===== src/hw/rtl/spt_pkg.sv =====
package spt_pkg;

  localparam int POS_W    = 16;
  localparam int SUM_W    = 15;
  localparam int CENTER_W = 12;
  localparam int STEP_W   = 4;
  localparam int TSUM_W   = 14;
  localparam int NET_W    = 15;
  localparam int DIM_W    = 12;
  localparam int DRIFT_LIMIT_SQ = 25;

  typedef logic signed [POS_W-1:0] pos_t;

  typedef struct packed {
    logic [11:0] frame_width;
    logic [11:0] frame_height;
    logic [11:0] start_x;
    logic [11:0] start_y;
    logic [15:0] skip_frames;
    logic [7:0]  edge_margin;
    logic [7:0]  sky_offset;
    logic        track_enable;
  } spt_cfg_t;

  localparam spt_cfg_t CFG_RESET = '{
    frame_width:  12'd640,
    frame_height: 12'd480,
    start_x:      12'd0,
    start_y:      12'd0,
    skip_frames:  16'd0,
    edge_margin:  8'd30,
    sky_offset:   8'd10,
    track_enable: 1'b1
  };

  typedef enum logic [2:0] {
    REG_FRAME_WIDTH  = 3'd0,
    REG_FRAME_HEIGHT = 3'd1,
    REG_START_X      = 3'd2,
    REG_START_Y      = 3'd3,
    REG_SKIP_FRAMES  = 3'd4,
    REG_EDGE_MARGIN  = 3'd5,
    REG_SKY_OFFSET   = 3'd6,
    REG_TRACK_ENABLE = 3'd7
  } spt_reg_t;

  localparam logic [1:0] STAT_TRACKED = 2'd0;
  localparam logic [1:0] STAT_EDGE    = 2'd1;
  localparam logic [1:0] STAT_DRIFT   = 2'd2;

  // A zero size acts as one
  function automatic logic [DIM_W:0] eff_dim(input logic [DIM_W-1:0] d);
    return (d == '0) ? (DIM_W+1)'(1) : {1'b0, d};
  endfunction

  function automatic pos_t to_pos(input logic [DIM_W:0] d);
    return pos_t'({{(POS_W-DIM_W-1){1'b0}}, d});
  endfunction

  // Sky start: toward the frame centre by sky_offset
  function automatic pos_t sky_init(input logic [DIM_W-1:0] s, input logic [DIM_W-1:0] d,
                                    input logic [7:0] off);
    logic [DIM_W:0] half;
    pos_t sp;
    pos_t op;
    half = eff_dim(d) >> 1;
    sp   = to_pos({1'b0, s});
    op   = pos_t'({{(POS_W-8){1'b0}}, off});
    return ({1'b0, s} < half) ? sp + op : sp - op;
  endfunction

  function automatic logic outside(input pos_t v, input logic [DIM_W-1:0] d,
                                   input logic [7:0] m);
    pos_t mp;
    mp = pos_t'({{(POS_W-8){1'b0}}, m});
    return (v < mp) || (v >= to_pos(eff_dim(d)) - mp);
  endfunction

endpackage


===== src/hw/rtl/spt_cfg.sv =====
module spt_cfg (
  input  logic             clk,
  input  logic             rst_n,
  input  logic             psel,
  input  logic             penable,
  input  logic             pwrite,
  input  logic [4:0]       paddr,
  input  logic [31:0]      pwdata,
  output logic [31:0]      prdata,
  output logic             pready,
  output spt_pkg::spt_cfg_t cfg,
  output logic             reinit
);
  import spt_pkg::*;

  spt_cfg_t cfg_r;
  spt_reg_t idx;
  logic     wr;

  assign idx    = spt_reg_t'(paddr[4:2]);
  assign wr     = psel && penable && pwrite;
  assign pready = 1'b1;
  assign reinit = wr;
  assign cfg    = cfg_r;

  always_ff @(posedge clk) begin
    if (!rst_n) begin
      cfg_r <= CFG_RESET;
    end else if (wr) begin
      unique case (idx)
        REG_FRAME_WIDTH:  cfg_r.frame_width  <= pwdata[11:0];
        REG_FRAME_HEIGHT: cfg_r.frame_height <= pwdata[11:0];
        REG_START_X:      cfg_r.start_x      <= pwdata[11:0];
        REG_START_Y:      cfg_r.start_y      <= pwdata[11:0];
        REG_SKIP_FRAMES:  cfg_r.skip_frames  <= pwdata[15:0];
        REG_EDGE_MARGIN:  cfg_r.edge_margin  <= pwdata[7:0];
        REG_SKY_OFFSET:   cfg_r.sky_offset   <= pwdata[7:0];
        REG_TRACK_ENABLE: cfg_r.track_enable <= pwdata[0];
      endcase
    end
  end

  always_comb begin
    unique case (idx)
      REG_FRAME_WIDTH:  prdata = {20'd0, cfg_r.frame_width};
      REG_FRAME_HEIGHT: prdata = {20'd0, cfg_r.frame_height};
      REG_START_X:      prdata = {20'd0, cfg_r.start_x};
      REG_START_Y:      prdata = {20'd0, cfg_r.start_y};
      REG_SKIP_FRAMES:  prdata = {16'd0, cfg_r.skip_frames};
      REG_EDGE_MARGIN:  prdata = {24'd0, cfg_r.edge_margin};
      REG_SKY_OFFSET:   prdata = {24'd0, cfg_r.sky_offset};
      REG_TRACK_ENABLE: prdata = {31'd0, cfg_r.track_enable};
    endcase
  end

endmodule


===== config.mk =====
export PLATFORM = sky130hd
export DESIGN_NAME = spt_cfg
export DESIGN_NICKNAME = d
export VERILOG_FILES = /design/src/hw/rtl/spt_pkg.sv /design/src/hw/rtl/spt_cfg.sv
export SDC_FILE = /design/constraint.sdc
export NUM_CORES = 1
export LEC_CHECK = 0
export BUFFER_PORTS_ARGS = -buffer_cell sky130_fd_sc_hd__buf_2
export CORE_MARGIN = 5
export CORE_UTILIZATION = 42
export CTS_BUF_LIST = sky130_fd_sc_hd__clkbuf_8 sky130_fd_sc_hd__clkbuf_16
export DETAILED_ROUTE_END_ITERATION = 8
export PLACE_DENSITY = 0.71
export SLEW_MARGIN = 20
export SYNTH_ARGS = -nofsm -noshare
export SYNTH_HDL_FRONTEND = slang
export SYNTH_SLANG_ARGS = --single-unit

===== constraint.sdc =====
create_clock -name clk -period 2.9 [get_ports clk]
set_input_delay 0.29 -clock clk [delete_from_list [all_inputs] [get_ports clk]]
set_output_delay 0.29 -clock clk [all_outputs]
set_load 0.03 [all_outputs]

==> impl_results.html <==
<table>
<tr><th>Metric</th><th>Value</th></tr>
<tr><th colspan="2">Timing</th></tr>
<tr><td>Final worst clock skew</td><td>0 ns</td></tr>
<tr><td>RSZ-0062 raised after global routing</td><td>false</td></tr>
<tr><td>Slew @ Worst Pin</td><td>1.01 ns</td></tr>
<tr><td>Final Slew Violations</td><td>0</td></tr>
<tr><td>Setup Viol. Count Final</td><td>0</td></tr>
<tr><td>Number of hold-slack violations in the final timing report</td><td>0</td></tr>
<tr><td>Min cycle time layout</td><td>2.15 ns</td></tr>
<tr><td>Setup total negative slack</td><td>0 ns</td></tr>
<tr><td>Share of the clock period used by the worst path</td><td>0.741</td></tr>
<tr><td>Worst slew slack as a fraction of its limit</td><td>0.324</td></tr>
<tr><td>Maximum frequency from static timing analysis</td><td>466 MHz</td></tr>
<tr><th colspan="2">Yosys</th></tr>
<tr><td>Share of flip-flops with an asynchronous set or reset after synthesis</td><td>0</td></tr>
<tr><td>Mean Syn Cell Area</td><td>9.31 sq um</td></tr>
<tr><td>Sequential area share after synthesis</td><td>0.420</td></tr>
<tr><td>Synthesized cell area</td><td>3860 sq um</td></tr>
<tr><td>Synth top area share</td><td>0.420</td></tr>
<tr><td>Mapped Cells</td><td>415</td></tr>
<tr><td>Post-synthesis adder-cell area fraction</td><td>0</td></tr>
<tr><td>Dominant combinational cell family by area after synthesis</td><td>multiplexers</td></tr>
<tr><td>Number of enable-type register cells in the synthesized netlist</td><td>0</td></tr>
<tr><td>Count of warnings emitted by yosys</td><td>0</td></tr>
<tr><td>Prevailing post-synth register cell</td><td>sky130_fd_sc_hd__dfxtp_1</td></tr>
<tr><td>Proportion of synthesized area in mux cells</td><td>0.236</td></tr>
<tr><td>Distinct cells, synth</td><td>37</td></tr>
<tr><td>Simple-gate share of the synthesized area</td><td>0.148</td></tr>
<tr><td>Synthesized flop and latch total</td><td>81</td></tr>
<tr><td>Synthesized-area fraction occupied by xor and xnor cells</td><td>0</td></tr>
<tr><td>Largest area contributor in the synthesized netlist</td><td>sky130_fd_sc_hd__dfxtp_1</td></tr>
<tr><td>Compound-cell area share of the yosys netlist</td><td>0.108</td></tr>
<tr><td>Largest cells by area after synthesis</td><td>sky130_fd_sc_hd__dfxtp_1 42%, sky130_fd_sc_hd__mux2i_1 23%, sky130_fd_sc_hd__nand2_1 8.6%</td></tr>
<tr><th colspan="2">Finish</th></tr>
<tr><td>Highest-count cells in the layout ignoring fill and taps</td><td>121 x sky130_fd_sc_hd__buf_2, 89 x sky130_fd_sc_hd__nand2_1, 89 x sky130_fd_sc_hd__mux2i_1</td></tr>
<tr><td>Most common cell after layout, fill and taps aside</td><td>sky130_fd_sc_hd__buf_2</td></tr>
<tr><td>Number of filler instances in the final layout</td><td>877</td></tr>
<tr><td>Footprint of the flip-flops and latches</td><td>1620 sq um</td></tr>
<tr><td>Area of the multi-input gates</td><td>1970 sq um</td></tr>
<tr><td>Final Net Count</td><td>569</td></tr>
<tr><td>Flip-flop count of the largest register, all copies and words added</td><td>81</td></tr>
<tr><td>Post-route cell area</td><td>4730 sq um</td></tr>
<tr><td>N_diodes</td><td>0</td></tr>
<tr><td>Area Overhead vs Synth</td><td>22.4%</td></tr>
<tr><td>Fraction of layout instances using a drive strength above 1</td><td>0.303</td></tr>
<tr><th colspan="2">Pwr</th></tr>
<tr><td>Internal power component</td><td>1.70 mW</td></tr>
<tr><td>Sw frac</td><td>0.261</td></tr>
<tr><td>Lkg Pwr</td><td>2.26 nW</td></tr>
<tr><td>Net switching power of the design</td><td>0.602 mW</td></tr>
<tr><td>Share of total power in combinational logic</td><td>0.117</td></tr>
<tr><td>Power density of the placed cells</td><td>488 nW/um^2</td></tr>
<tr><td>Power share of the clock group</td><td>0.394</td></tr>
<tr><td>Sequential fraction of design power</td><td>0.489</td></tr>
<tr><td>Peak supply drop</td><td>0.000254 V</td></tr>
<tr><th colspan="2">Place</th></tr>
<tr><td>Placed cell areas</td><td>4510 sq um</td></tr>
<tr><td>Detailed-placement wirelength estimate</td><td>7930 um</td></tr>
<tr><td>Routability Congestion</td><td>0.807</td></tr>
<tr><td># port buffers</td><td>121</td></tr>
<tr><th colspan="2">Floorplan</th></tr>
<tr><td>Vert. Die Dim</td><td>106 um</td></tr>
<tr><td>Die Outline Area</td><td>11200 sq um</td></tr>
<tr><td>Placeable core region</td><td>9110 sq um</td></tr>
<tr><td>Horizontal die dimension</td><td>106 um</td></tr>
<tr><td>Floorplan row count</td><td>35</td></tr>
<tr><td>Io pins</td><td>157</td></tr>
<tr><td>Starting utilization of the core area</td><td>0.424</td></tr>
<tr><th colspan="2">Clock tree</th></tr>
<tr><td>Buffer levels on the longest clock path</td><td>2</td></tr>
<tr><td>Number of setup buffers added after CTS</td><td>0</td></tr>
<tr><td>Clk Latency, worst-skew pair</td><td>0.34 ns</td></tr>
<tr><td>Number of buffers created by CTS</td><td>9</td></tr>
<tr><td>Clock root cell</td><td>sky130_fd_sc_hd__clkbuf_8</td></tr>
<tr><td>Sinks on Clock Net</td><td>81</td></tr>
<tr><td>Cells resized by post-CTS repair</td><td>0</td></tr>
<tr><td>TritonCTS clock tree</td><td>done</td></tr>
<tr><td>Number of H-tree levels</td><td>3</td></tr>
<tr><td>Quantity of hold-fixing buffers added after cts</td><td>0</td></tr>
<tr><td>CTS clk-pin slew, worst paths</td><td>0.08 ns</td></tr>
<tr><th colspan="2">Worst setup path</th></tr>
<tr><td>Most repeated library cell on the critical path</td><td>sky130_fd_sc_hd__buf_2</td></tr>
<tr><td>Category of the worst setup path capture point</td><td>output pin</td></tr>
<tr><td>Critical path origin</td><td>paddr[4]</td></tr>
<tr><td>Standard cell with the maximum stage delay on the critical path</td><td>sky130_fd_sc_hd__or3_1</td></tr>
<tr><td>Number of buffers and inverters on the critical path</td><td>3</td></tr>
<tr><td>Worst-path cell chain</td><td>buf_2 -&gt; buf_4 -&gt; or3_1 -&gt; o221a_2 -&gt; buf_2</td></tr>
<tr><td>Startpoint of the most critical register-to-register path</td><td>cfg[12]$_SDFFE_PN1P_</td></tr>
<tr><td>CP startpoint kind</td><td>input pin</td></tr>
<tr><td>Worst Path Arrival</td><td>1.86 ns</td></tr>
<tr><td>Critical Path Max Stage Delay</td><td>0.60 ns</td></tr>
<tr><td>Crit-path max FO</td><td>16</td></tr>
<tr><td>Data required time of the critical path</td><td>2.61 ns</td></tr>
<tr><td>Setup Crit Path Kind</td><td>input pin to output pin</td></tr>
<tr><td>Kind of cell with the highest combined delay on the critical path</td><td>simple AND/OR/NAND/NOR gates</td></tr>
<tr><th colspan="2">Run status</th></tr>
<tr><td>Result of the run</td><td>completed</td></tr>
<tr><th colspan="2">Routing</th></tr>
<tr><td>Initial detailed-routing violation count</td><td>181</td></tr>
<tr><td>Final ANT Viol Nets</td><td>0</td></tr>
<tr><td>Post-Route WL</td><td>11400 um</td></tr>
<tr><td>Total via count in the routed design</td><td>3456</td></tr>
<tr><td>Routed via count divided by cell count</td><td>5.37</td></tr>
<tr><td># DRC</td><td>0</td></tr>
<tr><td>Final routed wire length divided by cell count</td><td>17.7 um</td></tr>
<tr><td>Detailed-routing iteration count for the pre-antenna-repair pass</td><td>4</td></tr>
<tr><th colspan="2">Global routing</th></tr>
<tr><td>Pin count of the biggest net entering global routing</td><td>99</td></tr>
<tr><td>First-pass GRT wire length</td><td>18200 um</td></tr>
<tr><td>Total overflow reported by the global router</td><td>0</td></tr>
<tr><td>Vias in the first global route</td><td>3487</td></tr>
<tr><td>Initial antenna violation count</td><td>0</td></tr>
<tr><td>Total global routing track utilization</td><td>0.202</td></tr>
<tr><th colspan="2">Hold path</th></tr>
<tr><td>Class of the most critical hold timing path</td><td>input pin to flip-flop</td></tr>
<tr><td>Min-Delay Startpoint</td><td>pwdata[12]</td></tr>
<tr><th colspan="2">Flow run</th></tr>
<tr><td>Max-cap violations</td><td>0</td></tr>
</table>
-- routing by layer --
metal | global-route usage | routed length (um) | vias up
met5 | 0 | 0 | -
met4 | 0.0648 | 161 | 0
met3 | 0.0546 | 772 | 17
met2 | 0.330 | 5330 | 115
met1 | 0.261 | 5130 | 1692
li1 | - | - | 1632
-- logic make-up (layout without fill, tap and decap cells) --
family          after synthesis  in the layout
compound gates               52             52
buf+inv                      64            166
flops                        81             81
mux                          90             90
other cells                   2             17
simple gates                126            126
-- tightest hold or removal path: cells and delay by family --
kind	cells	cell delay, ns
buffers and inverters	1	0.09
muxes	1	0.05
and+or+nand+nor	1	0.04
-- cells in the mapped netlist (5+ instances only) --
cell / number
sky130_fd_sc_hd__a2bb2oi_1: 8
sky130_fd_sc_hd__nor2_1: 6
sky130_fd_sc_hd__o221a_2: 5
sky130_fd_sc_hd__o21ai_0: 9
sky130_fd_sc_hd__inv_1: 15
sky130_fd_sc_hd__o211ai_1: 8
sky130_fd_sc_hd__dfxtp_1: 81
sky130_fd_sc_hd__and3_1: 5
sky130_fd_sc_hd__mux2i_1: 89
sky130_fd_sc_hd__nand2_1: 89
sky130_fd_sc_hd__buf_4: 20
sky130_fd_sc_hd__buf_2: 9
sky130_fd_sc_hd__clkbuf_1: 17
sky130_fd_sc_hd__o311ai_0: 5
sky130_fd_sc_hd__nor2b_1: 6
-- final timing paths --
check | cells after the start | to | slack, ns
worst max-delay path | 5 | prdata[5] | 0.75
worst min-delay path | 3 | cfg[29]$_SDFFE_PN0P_ | 0.18
worst max register to register | 2 | cfg[12]$_SDFFE_PN1P_ | 2.17
worst min register to register | 2 | cfg[29]$_SDFFE_PN0P_ | 0.47
-- power by group through the flow --
stage,clock network [mW],logic [mW],registers [mW]
floorplan,0,0.189,1.17
global placement,0,0.264,1.15
detailed placement,0,0.268,1.15
CTS,0.921,0.269,1.13
global route,0.974,0.290,1.13
finish,0.909,0.270,1.13
-- per-stage QoR --
stage               hold slack, ns  setup slack [ns]  total power, mW   util  std cells
floorplan                    0.432             0.962             1.36      -        430
global placement             0.451             0.732             1.42  0.495        627
detailed placement           0.460             0.685             1.42  0.495        627
CTS                          0.172             0.761             2.32  0.519        643
global route                 0.175             0.694             2.39  0.519        643
finish                       0.180             0.752             2.31  0.519        643
-- final cells by class --
cell class / instances / share of cell area
flip-flops and latches: 81 / 0.343
clock buffers: 10 / 0.0291
multi-input cells: 285 / 0.416
repair buffers: 135 / 0.153
inverters: 15 / 0.0119
well taps: 111 / 0.0294
clock inverters: 6 / 0.0175
(Power assumes the default switching activity.)
